$ cat src/hw/rtl/hsvrgb_pkg.sv
package hsvrgb_pkg;

  localparam int HUE_W  = 9;
  localparam int CH_W   = 8;
  localparam int SEC_W  = 4;
  localparam int REM_W  = 6;
  localparam int NUM_W  = 14;
  localparam int PROD_W = 22;
  localparam int QUOT_W = CH_W;
  localparam int NSTAGE = 6;

  localparam int ADDR_W = 3;
  localparam int DATA_W = 32;

  localparam int unsigned DEG_PER_SECTOR = 60;
  localparam int unsigned FULL_SCALE     = 255;
  localparam int unsigned SECTOR_SCALE   = 15300;

  // floor(x / d) ~= (x * RECIP) >> SHIFT: low by at most one for 255 and 15300, exact for 60 over 9-bit hues
  localparam int unsigned DIV60_RECIP     = 547;
  localparam int unsigned DIV60_SHIFT     = 15;
  localparam int unsigned DIV255_RECIP    = 257;
  localparam int unsigned DIV255_SHIFT    = 16;
  localparam int unsigned DIV15300_RECIP  = 17544;
  localparam int unsigned DIV15300_SHIFT  = 28;

  localparam logic [CH_W-1:0] SAT_RESET = 8'd255;
  localparam logic [CH_W-1:0] VAL_RESET = 8'd255;

  typedef enum logic {
    REG_SATURATION = 1'b0,
    REG_BRIGHTNESS = 1'b1
  } reg_idx_t;

  typedef enum logic [SEC_W-1:0] {
    SEC_RED_YEL = 4'd0,
    SEC_YEL_GRN = 4'd1,
    SEC_GRN_CYN = 4'd2,
    SEC_CYN_BLU = 4'd3,
    SEC_BLU_MAG = 4'd4,
    SEC_MAG_RED = 4'd5
  } sector_t;

  typedef struct packed {
    logic load;
    logic fix;
  } cdiv_en_t;

endpackage

$ cat src/hw/rtl/hsv_to_rgb_converter_top.sv
// HSV to RGB pixel converter.
// Requests carry a 9-bit hue in degrees (hue_valid/hue_ready); each gives
// one RGB pixel on red/green/blue (rgb_valid/rgb_ready). Saturation and
// value come from two APB registers: saturation at 0x0, brightness_value
// at 0x4, both 8 bits, reset to 255. pready is tied high; reads return the
// register contents. Write registers only while no request is in flight.
// Throughput is one pixel per clock while rgb_ready is high: the six
// stages (sector split, numerators, v products, reciprocal divides by
// estimate and fixup, sector select) each take a request every cycle
// unless held from downstream. When rgb_ready is low, each stage holds
// only if the one after it is full, so bubbles get squeezed out and
// hue_ready drops only once the whole pipe is full. Synchronous reset
// clears all valid bits and sets both registers to 255; datapath
// registers are not reset.
module hsv_to_rgb_converter_top
  import hsvrgb_pkg::*;
(
  input  logic              clk,
  input  logic              rst,
  // configuration
  input  logic              psel,
  input  logic              penable,
  input  logic              pwrite,
  input  logic [ADDR_W-1:0] paddr,
  input  logic [DATA_W-1:0] pwdata,
  output logic [DATA_W-1:0] prdata,
  output logic              pready,
  // hue requests
  input  logic              hue_valid,
  output logic              hue_ready,
  input  logic [HUE_W-1:0]  hue,
  // pixels
  output logic              rgb_valid,
  input  logic              rgb_ready,
  output logic [CH_W-1:0]   red,
  output logic [CH_W-1:0]   green,
  output logic [CH_W-1:0]   blue
);

  // ---------------- configuration registers ----------------
  logic [CH_W-1:0] saturation;
  logic [CH_W-1:0] brightness_value;
  reg_idx_t        reg_sel;

  assign pready  = 1'b1;
  assign reg_sel = reg_idx_t'(paddr[2]);

  always_ff @(posedge clk) begin
    if (rst) begin
      saturation       <= SAT_RESET;
      brightness_value <= VAL_RESET;
    end else if (psel && penable && pwrite) begin
      unique case (reg_sel)
        REG_SATURATION: saturation       <= pwdata[CH_W-1:0];
        REG_BRIGHTNESS: brightness_value <= pwdata[CH_W-1:0];
      endcase
    end
  end

  always_comb begin
    unique case (reg_sel)
      REG_SATURATION: prdata = DATA_W'(saturation);
      REG_BRIGHTNESS: prdata = DATA_W'(brightness_value);
    endcase
  end

  // ---------------- pipeline control ----------------
  // vld[k] marks stage k full; adv[k] lets stage k load this cycle.
  logic [NSTAGE:1]   vld;
  logic [NSTAGE+1:1] adv;

  always_comb begin
    adv[NSTAGE+1] = rgb_ready;
    for (int k = NSTAGE; k >= 1; k--) begin
      adv[k] = !vld[k] || adv[k+1];
    end
  end

  assign hue_ready = adv[1];
  assign rgb_valid = vld[NSTAGE];

  always_ff @(posedge clk) begin
    if (rst) begin
      vld <= '0;
    end else begin
      if (adv[1]) begin
        vld[1] <= hue_valid;
      end
      for (int k = 2; k <= NSTAGE; k++) begin
        if (adv[k]) begin
          vld[k] <= vld[k-1];
        end
      end
    end
  end

  // ---------------- stage 1: sector and remainder ----------------
  localparam int D60_W = HUE_W + $clog2(DIV60_RECIP + 1);

  logic [D60_W-1:0] hue_scaled;
  logic [SEC_W-1:0] sec_c;
  logic [HUE_W-1:0] rem_c;
  sector_t          sec1, sec2, sec3, sec4, sec5;
  logic [REM_W-1:0] rem1;

  assign hue_scaled = D60_W'(hue) * D60_W'(DIV60_RECIP);
  assign sec_c      = SEC_W'(hue_scaled >> DIV60_SHIFT);
  assign rem_c      = hue - HUE_W'(sec_c) * HUE_W'(DEG_PER_SECTOR);

  always_ff @(posedge clk) begin
    if (adv[1]) begin
      sec1 <= sector_t'(sec_c);
      rem1 <= rem_c[REM_W-1:0];
    end
  end

  // ---------------- stage 2: numerators ----------------
  logic [CH_W-1:0]  num_p;
  logic [NUM_W-1:0] num_q, num_t;
  logic [REM_W-1:0] rem_inv;

  assign rem_inv = REM_W'(DEG_PER_SECTOR) - rem1;

  always_ff @(posedge clk) begin
    if (adv[2]) begin
      sec2  <= sec1;
      num_p <= CH_W'(FULL_SCALE) - saturation;
      num_q <= NUM_W'(SECTOR_SCALE) - NUM_W'(saturation) * NUM_W'(rem1);
      num_t <= NUM_W'(SECTOR_SCALE) - NUM_W'(saturation) * NUM_W'(rem_inv);
    end
  end

  // ---------------- stage 3: scale by value ----------------
  logic [PROD_W-1:0] prod_p, prod_q, prod_t;

  always_ff @(posedge clk) begin
    if (adv[3]) begin
      sec3   <= sec2;
      prod_p <= PROD_W'(brightness_value) * PROD_W'(num_p);
      prod_q <= PROD_W'(brightness_value) * PROD_W'(num_q);
      prod_t <= PROD_W'(brightness_value) * PROD_W'(num_t);
    end
  end

  // ---------------- stages 4-5: constant divides ----------------
  cdiv_en_t        div_en;
  logic [CH_W-1:0] p_lvl, q_lvl, t_lvl;

  assign div_en.load = adv[4];
  assign div_en.fix  = adv[5];

  always_ff @(posedge clk) begin
    if (adv[4]) begin
      sec4 <= sec3;
    end
    if (adv[5]) begin
      sec5 <= sec4;
    end
  end

  hsvrgb_cdiv #(
    .DIVISOR(FULL_SCALE),
    .RECIP  (DIV255_RECIP),
    .SHIFT  (DIV255_SHIFT)
  ) u_div_p (
    .clk     (clk),
    .en      (div_en),
    .dividend(prod_p),
    .quot    (p_lvl)
  );

  hsvrgb_cdiv #(
    .DIVISOR(SECTOR_SCALE),
    .RECIP  (DIV15300_RECIP),
    .SHIFT  (DIV15300_SHIFT)
  ) u_div_q (
    .clk     (clk),
    .en      (div_en),
    .dividend(prod_q),
    .quot    (q_lvl)
  );

  hsvrgb_cdiv #(
    .DIVISOR(SECTOR_SCALE),
    .RECIP  (DIV15300_RECIP),
    .SHIFT  (DIV15300_SHIFT)
  ) u_div_t (
    .clk     (clk),
    .en      (div_en),
    .dividend(prod_t),
    .quot    (t_lvl)
  );

  // ---------------- stage 6: sector select, output register ----------------
  // Zero saturation needs no special case: p = q = t = v then.
  logic [CH_W-1:0] r_c, g_c, b_c;

  always_comb begin
    unique case (sec5)
      SEC_RED_YEL: begin r_c = brightness_value; g_c = t_lvl; b_c = p_lvl; end
      SEC_YEL_GRN: begin r_c = q_lvl; g_c = brightness_value; b_c = p_lvl; end
      SEC_GRN_CYN: begin r_c = p_lvl; g_c = brightness_value; b_c = t_lvl; end
      SEC_CYN_BLU: begin r_c = p_lvl; g_c = q_lvl; b_c = brightness_value; end
      SEC_BLU_MAG: begin r_c = t_lvl; g_c = p_lvl; b_c = brightness_value; end
      // magenta-red, plus hues of 360 and up
      default:     begin r_c = brightness_value; g_c = p_lvl; b_c = q_lvl; end
    endcase
  end

  always_ff @(posedge clk) begin
    if (adv[6]) begin
      red   <= r_c;
      green <= g_c;
      blue  <= b_c;
    end
  end

endmodule

$ cat src/hw/rtl/hsvrgb_cdiv.sv
// Two-stage divide by a constant: reciprocal estimate, then one-step fixup.
module hsvrgb_cdiv
  import hsvrgb_pkg::*;
#(
  parameter int unsigned DIVISOR = SECTOR_SCALE,
  parameter int unsigned RECIP   = DIV15300_RECIP,
  parameter int unsigned SHIFT   = DIV15300_SHIFT
) (
  input  logic              clk,
  input  cdiv_en_t          en,
  input  logic [PROD_W-1:0] dividend,
  output logic [QUOT_W-1:0] quot
);

  localparam int RECIP_W = $clog2(RECIP + 1);
  localparam int MUL_W   = PROD_W + RECIP_W;

  logic [MUL_W-1:0]  est_full;
  logic [QUOT_W-1:0] est;
  logic [PROD_W-1:0] dividend_d;
  logic [PROD_W-1:0] resid;

  assign est_full = MUL_W'(dividend) * MUL_W'(RECIP);

  always_ff @(posedge clk) begin
    if (en.load) begin
      est        <= QUOT_W'(est_full >> SHIFT);
      dividend_d <= dividend;
    end
  end

  assign resid = dividend_d - PROD_W'(est) * PROD_W'(DIVISOR);

  always_ff @(posedge clk) begin
    if (en.fix) begin
      if (resid >= PROD_W'(DIVISOR)) begin
        quot <= est + QUOT_W'(1);
      end else begin
        quot <= est;
      end
    end
  end

endmodule
$ cat config.mk
export PLATFORM = sky130hd
export DESIGN_NAME = hsv_to_rgb_converter_top
export DESIGN_NICKNAME = d
export VERILOG_FILES = /design/src/hw/rtl/hsvrgb_pkg.sv /design/src/hw/rtl/hsv_to_rgb_converter_top.sv /design/src/hw/rtl/hsvrgb_cdiv.sv
export SDC_FILE = /design/constraint.sdc
export NUM_CORES = 2
export LEC_CHECK = 0
export BUFFER_PORTS_ARGS = -buffer_cell sky130_fd_sc_hd__buf_4
export CAP_MARGIN = 30
export CELL_PAD_IN_SITES_DETAIL_PLACEMENT = 1
export CELL_PAD_IN_SITES_GLOBAL_PLACEMENT = 1
export CORE_ASPECT_RATIO = 1.1
export CORE_MARGIN = 3
export CORE_UTILIZATION = 35
export CTS_BUF_LIST = sky130_fd_sc_hd__clkbuf_8
export DETAILED_ROUTE_END_ITERATION = 6
export GPL_TIMING_DRIVEN = 1
export HOLD_SLACK_MARGIN = 0.15
export PLACE_DENSITY_LB_ADDON = 0.25
export SYNTH_ARGS = -nofsm -noshare
export SYNTH_HDL_FRONTEND = slang
export SYNTH_SLANG_ARGS = --single-unit
$ cat constraint.sdc
create_clock -name clk -period 20.4 [get_ports clk]
set_clock_uncertainty 0.05 [all_clocks]
set_input_delay 4.08 -clock clk [delete_from_list [all_inputs] [get_ports clk]]
set_output_delay 4.08 -clock clk [all_outputs]
set_load 0.05 [all_outputs]
==> impl_metrics.env <==
export IMPL_status="completed"
export IMPL_core_mm2=0.0993
export IMPL_synth_compound_area_share_pct=9.05
export IMPL_final_hold_viol_count=0
export IMPL_grt_overflow_total=0
export IMPL_synthTopCellsByArea="fa_1 (22%), ha_1 (21%), edfxtp_1 (21%)"
export IMPL_start_util_pct=35.4
export IMPL_slew_headroom_pct=32.9
export IMPL_worstReg2RegStart="u_div_t.est[5]$_DFFE_PP_"
export IMPL_nFillCells=11300
export IMPL_track_usage_pct=16.1
export IMPL_min_path_type="flip-flop to flip-flop"
export IMPL_fin_crit_ns=9.83
export IMPL_gp_congestion=0.823
export IMPL_cts_root_buf="clkbuf_8"
export IMPL_hpwl_um=67300
export IMPL_io_pins=110
export IMPL_reg2reg_depth=25
export IMPL_num_nets_final=4669
export IMPL_cts_buffers_inserted=52
export IMPL_setup_violations=0
export IMPL_clkLatencyLatePin_ns=0.67
export IMPL_cts_buffer_depth=3
export IMPL_grt_pass1_vias=26000
export IMPL_drive_gt1_share_pct=4.85
export IMPL_ys_flop_type="edfxtp_1"
export IMPL_die_area_mm2=0.104
export IMPL_synth_xor_area_share_pct=4.20
export IMPL_yosys_warnings=0
export IMPL_use_met2_pct=28.1
export IMPL_min_path_cells=0
export IMPL_required_ns=16.27
export IMPL_cts_tree="built"
export IMPL_drtAntennaViolNets=0
export IMPL_synthArstFlopShare_pct=0
export IMPL_rsz0062_at_grt="no"
export IMPL_tightest_slew_ns=1.00
export IMPL_syn_to_final_growth_pct=8.47
export IMPL_fp_dieW_um=308
export IMPL_start_kind="input port"
export IMPL_wire_per_inst_um=16.5
export IMPL_critPathMaxFanout=12
export IMPL_syn_inst=3567
export IMPL_crit_path_end="hue_ready"
export IMPL_timing_rr_end="u_div_t.quot[7]$_DFFE_PP_"
export IMPL_yosys_area_share_simple_pct=10.9
export IMPL_fmax_mhz=102
export IMPL_yosys_area_top_type="fa_1"
export IMPL_yosysSeqAreaShare_pct=22.5
export IMPL_ys_types=77
export IMPL_h_tree_depth=2
export IMPL_rows=121
export IMPL_portBuffers=58
export IMPL_tns_ns=0
export IMPL_syn_cell_area_mm2=0.0351
export IMPL_drt_total_wl_um=81800
export IMPL_drtIter0Drc=963
export IMPL_fin_crit_sh_pct=48.2
export IMPL_worstSetupPathType="input port to output pin"
export IMPL_startpoint="rgb_ready"
export IMPL_use_met1_pct=21.6
export IMPL_grt_pass1_wl_um=136000
export IMPL_syn_avg_cell_area_um2=9.84
export IMPL_yosys_area_share_adder_pct=43.7
export IMPL_post_cts_resized=0
export IMPL_dr_pass1_iters=7
export IMPL_postCtsSetupBuffers=0
export IMPL_synth_top_family_by_area="adder cells"
export IMPL_synth_common_cells="inv_1 (769), ha_1 (601), fa_1 (391), nand2_1 (279), edfxtp_1 (248)"
export IMPL_cts_sinks=270
export IMPL_postCtsHoldBufs=0
export IMPL_crit_path_end_kind="output pin"
export IMPL_worstPathArrival_ns=5.70
export IMPL_vias=24000
export IMPL_r2r_setup_slack_ns=13.04
export IMPL_grt_util_met3_pct=1.68
export IMPL_synthMuxAreaShare_pct=0.143
export IMPL_die_y_um=338
export IMPL_synth_top_cell_area_share_pct=22.3
export IMPL_drc=0
export IMPL_yosysMostFrequentCell="inv_1"
export IMPL_antenna_found_initial=4
export IMPL_gr_max_usage_layer="met2"
export IMPL_synth_edff_count=248
export IMPL_vias_per_cell=4.85
export IMPL_drv_cap=0
export IMPL_maxSlewViolCount=0
export IMPL_cts_reportedPaths_clkPinSlew_ns=0.06
export IMPL_ys_ff_latch=270
export IMPL_grt_max_degree=70
flip-flops by register name, summed over array words and instances, names as in the netlist, 13 cells and up:
| name | cells |
|---|---|
| prod_t | 21 |
| num_t | 13 |
| prod_q | 22 |
| u_div_t.dividend_d | 20 |
| u_div_p.dividend_d | 16 |
| u_div_q.dividend_d | 20 |
| prod_p | 16 |
| num_q | 14 |
cells by family after synthesis:
logic type	Yosys count
buffers and inverters	862
other	2
adders and majority gates	992
xor gates and xnor gates	167
DFF	270
muxes	5
AOI/OAI and AO/OA	484
and+or+nand+nor	785
worst min path at each step:
stage | start | to
floorplan | sec1[0]$_DFFE_PP_ | sec2[0]$_DFFE_PP_
global placement | sec4[1]$_DFFE_PP_ | sec5[1]$_DFFE_PP_
detailed placement | sec4[1]$_DFFE_PP_ | sec5[1]$_DFFE_PP_
CTS | sec3[1]$_DFFE_PP_ | sec4[1]$_DFFE_PP_
global route | sec3[1]$_DFFE_PP_ | sec4[1]$_DFFE_PP_
finish | sec3[1]$_DFFE_PP_ | sec4[1]$_DFFE_PP_
per-stage QoR:
stage | hold slack (ns) | worst slack, ns | cells | utilization, % | area, um2
after global routing | 0.369 | 10.49 | 4959 | 38.3 | 38100
after CTS | 0.355 | 10.57 | 4958 | 38.3 | 38100
final | 0.363 | 10.57 | 4960 | 38.4 | 38100
after detailed placement | 0.358 | 10.57 | 4863 | 37.3 | 37000
after global placement | 0.354 | 10.62 | 4858 | 37.2 | 36900
after floorplan | 0.350 | 10.72 | 3590 | - | 35200
cell type report:
type	instances	area (um2)	area share [%]
flip-flops and latches	270	7890	20.7
multi-input cells	2458	24000	63.0
diodes	2	5.00	0.0131
clock inverters	43	357	0.936
clock buffers	52	716	1.88
inverters	769	2890	7.58
repair buffers	75	628	1.65
well taps	1291	1620	4.24
layout by cell type (no fill, tap or decap), drive strengths merged, types with 6 or more instances in the layout:
| cell type | instances |
|---|---|
| xor2 | 50 |
| nand3b | 7 |
| a21oi | 154 |
| buf | 75 |
| a21o | 43 |
| o21a | 16 |
| a222oi | 8 |
| o21ai | 92 |
| nand4 | 19 |
| nor3 | 30 |
| fa | 391 |
| a41o | 6 |
| nor2b | 30 |
| a31oi | 12 |
| nor2 | 140 |
| nand2 | 279 |
| clkinv | 20 |
| and3 | 9 |
| ha | 601 |
| o22ai | 23 |
| clkbuf | 52 |
| a211oi | 10 |
| conb | 25 |
| edfxtp | 248 |
| or2 | 8 |
| nand2b | 23 |
| o41ai | 7 |
| o211ai | 11 |
| a211o | 15 |
| nand3 | 28 |
| o21bai | 13 |
| inv | 784 |
| xnor2 | 116 |
| dfxtp | 22 |
| and2 | 182 |
| a21boi | 13 |
| o2111ai | 7 |
| o31ai | 15 |
| or3 | 12 |
| a31o | 7 |
routing by layer:
metal	up-vias	part of all wire [%]
li1	11700	-
met1	12000	47
met2	255	49
met3	90	2.6
met4	0	1.6
met5	-	0
worst max-delay path: stages:
cell	delay [ns]
buf_4	0.11
nor2b_1	0.45
and3_1	0.48
nand4_1	0.14
buf_4	0.22
buf_4	0.20
Power is left out: the tool's default activity adds up to more than one toggle a clock period on the data nets, which glitch-free logic cannot reach.
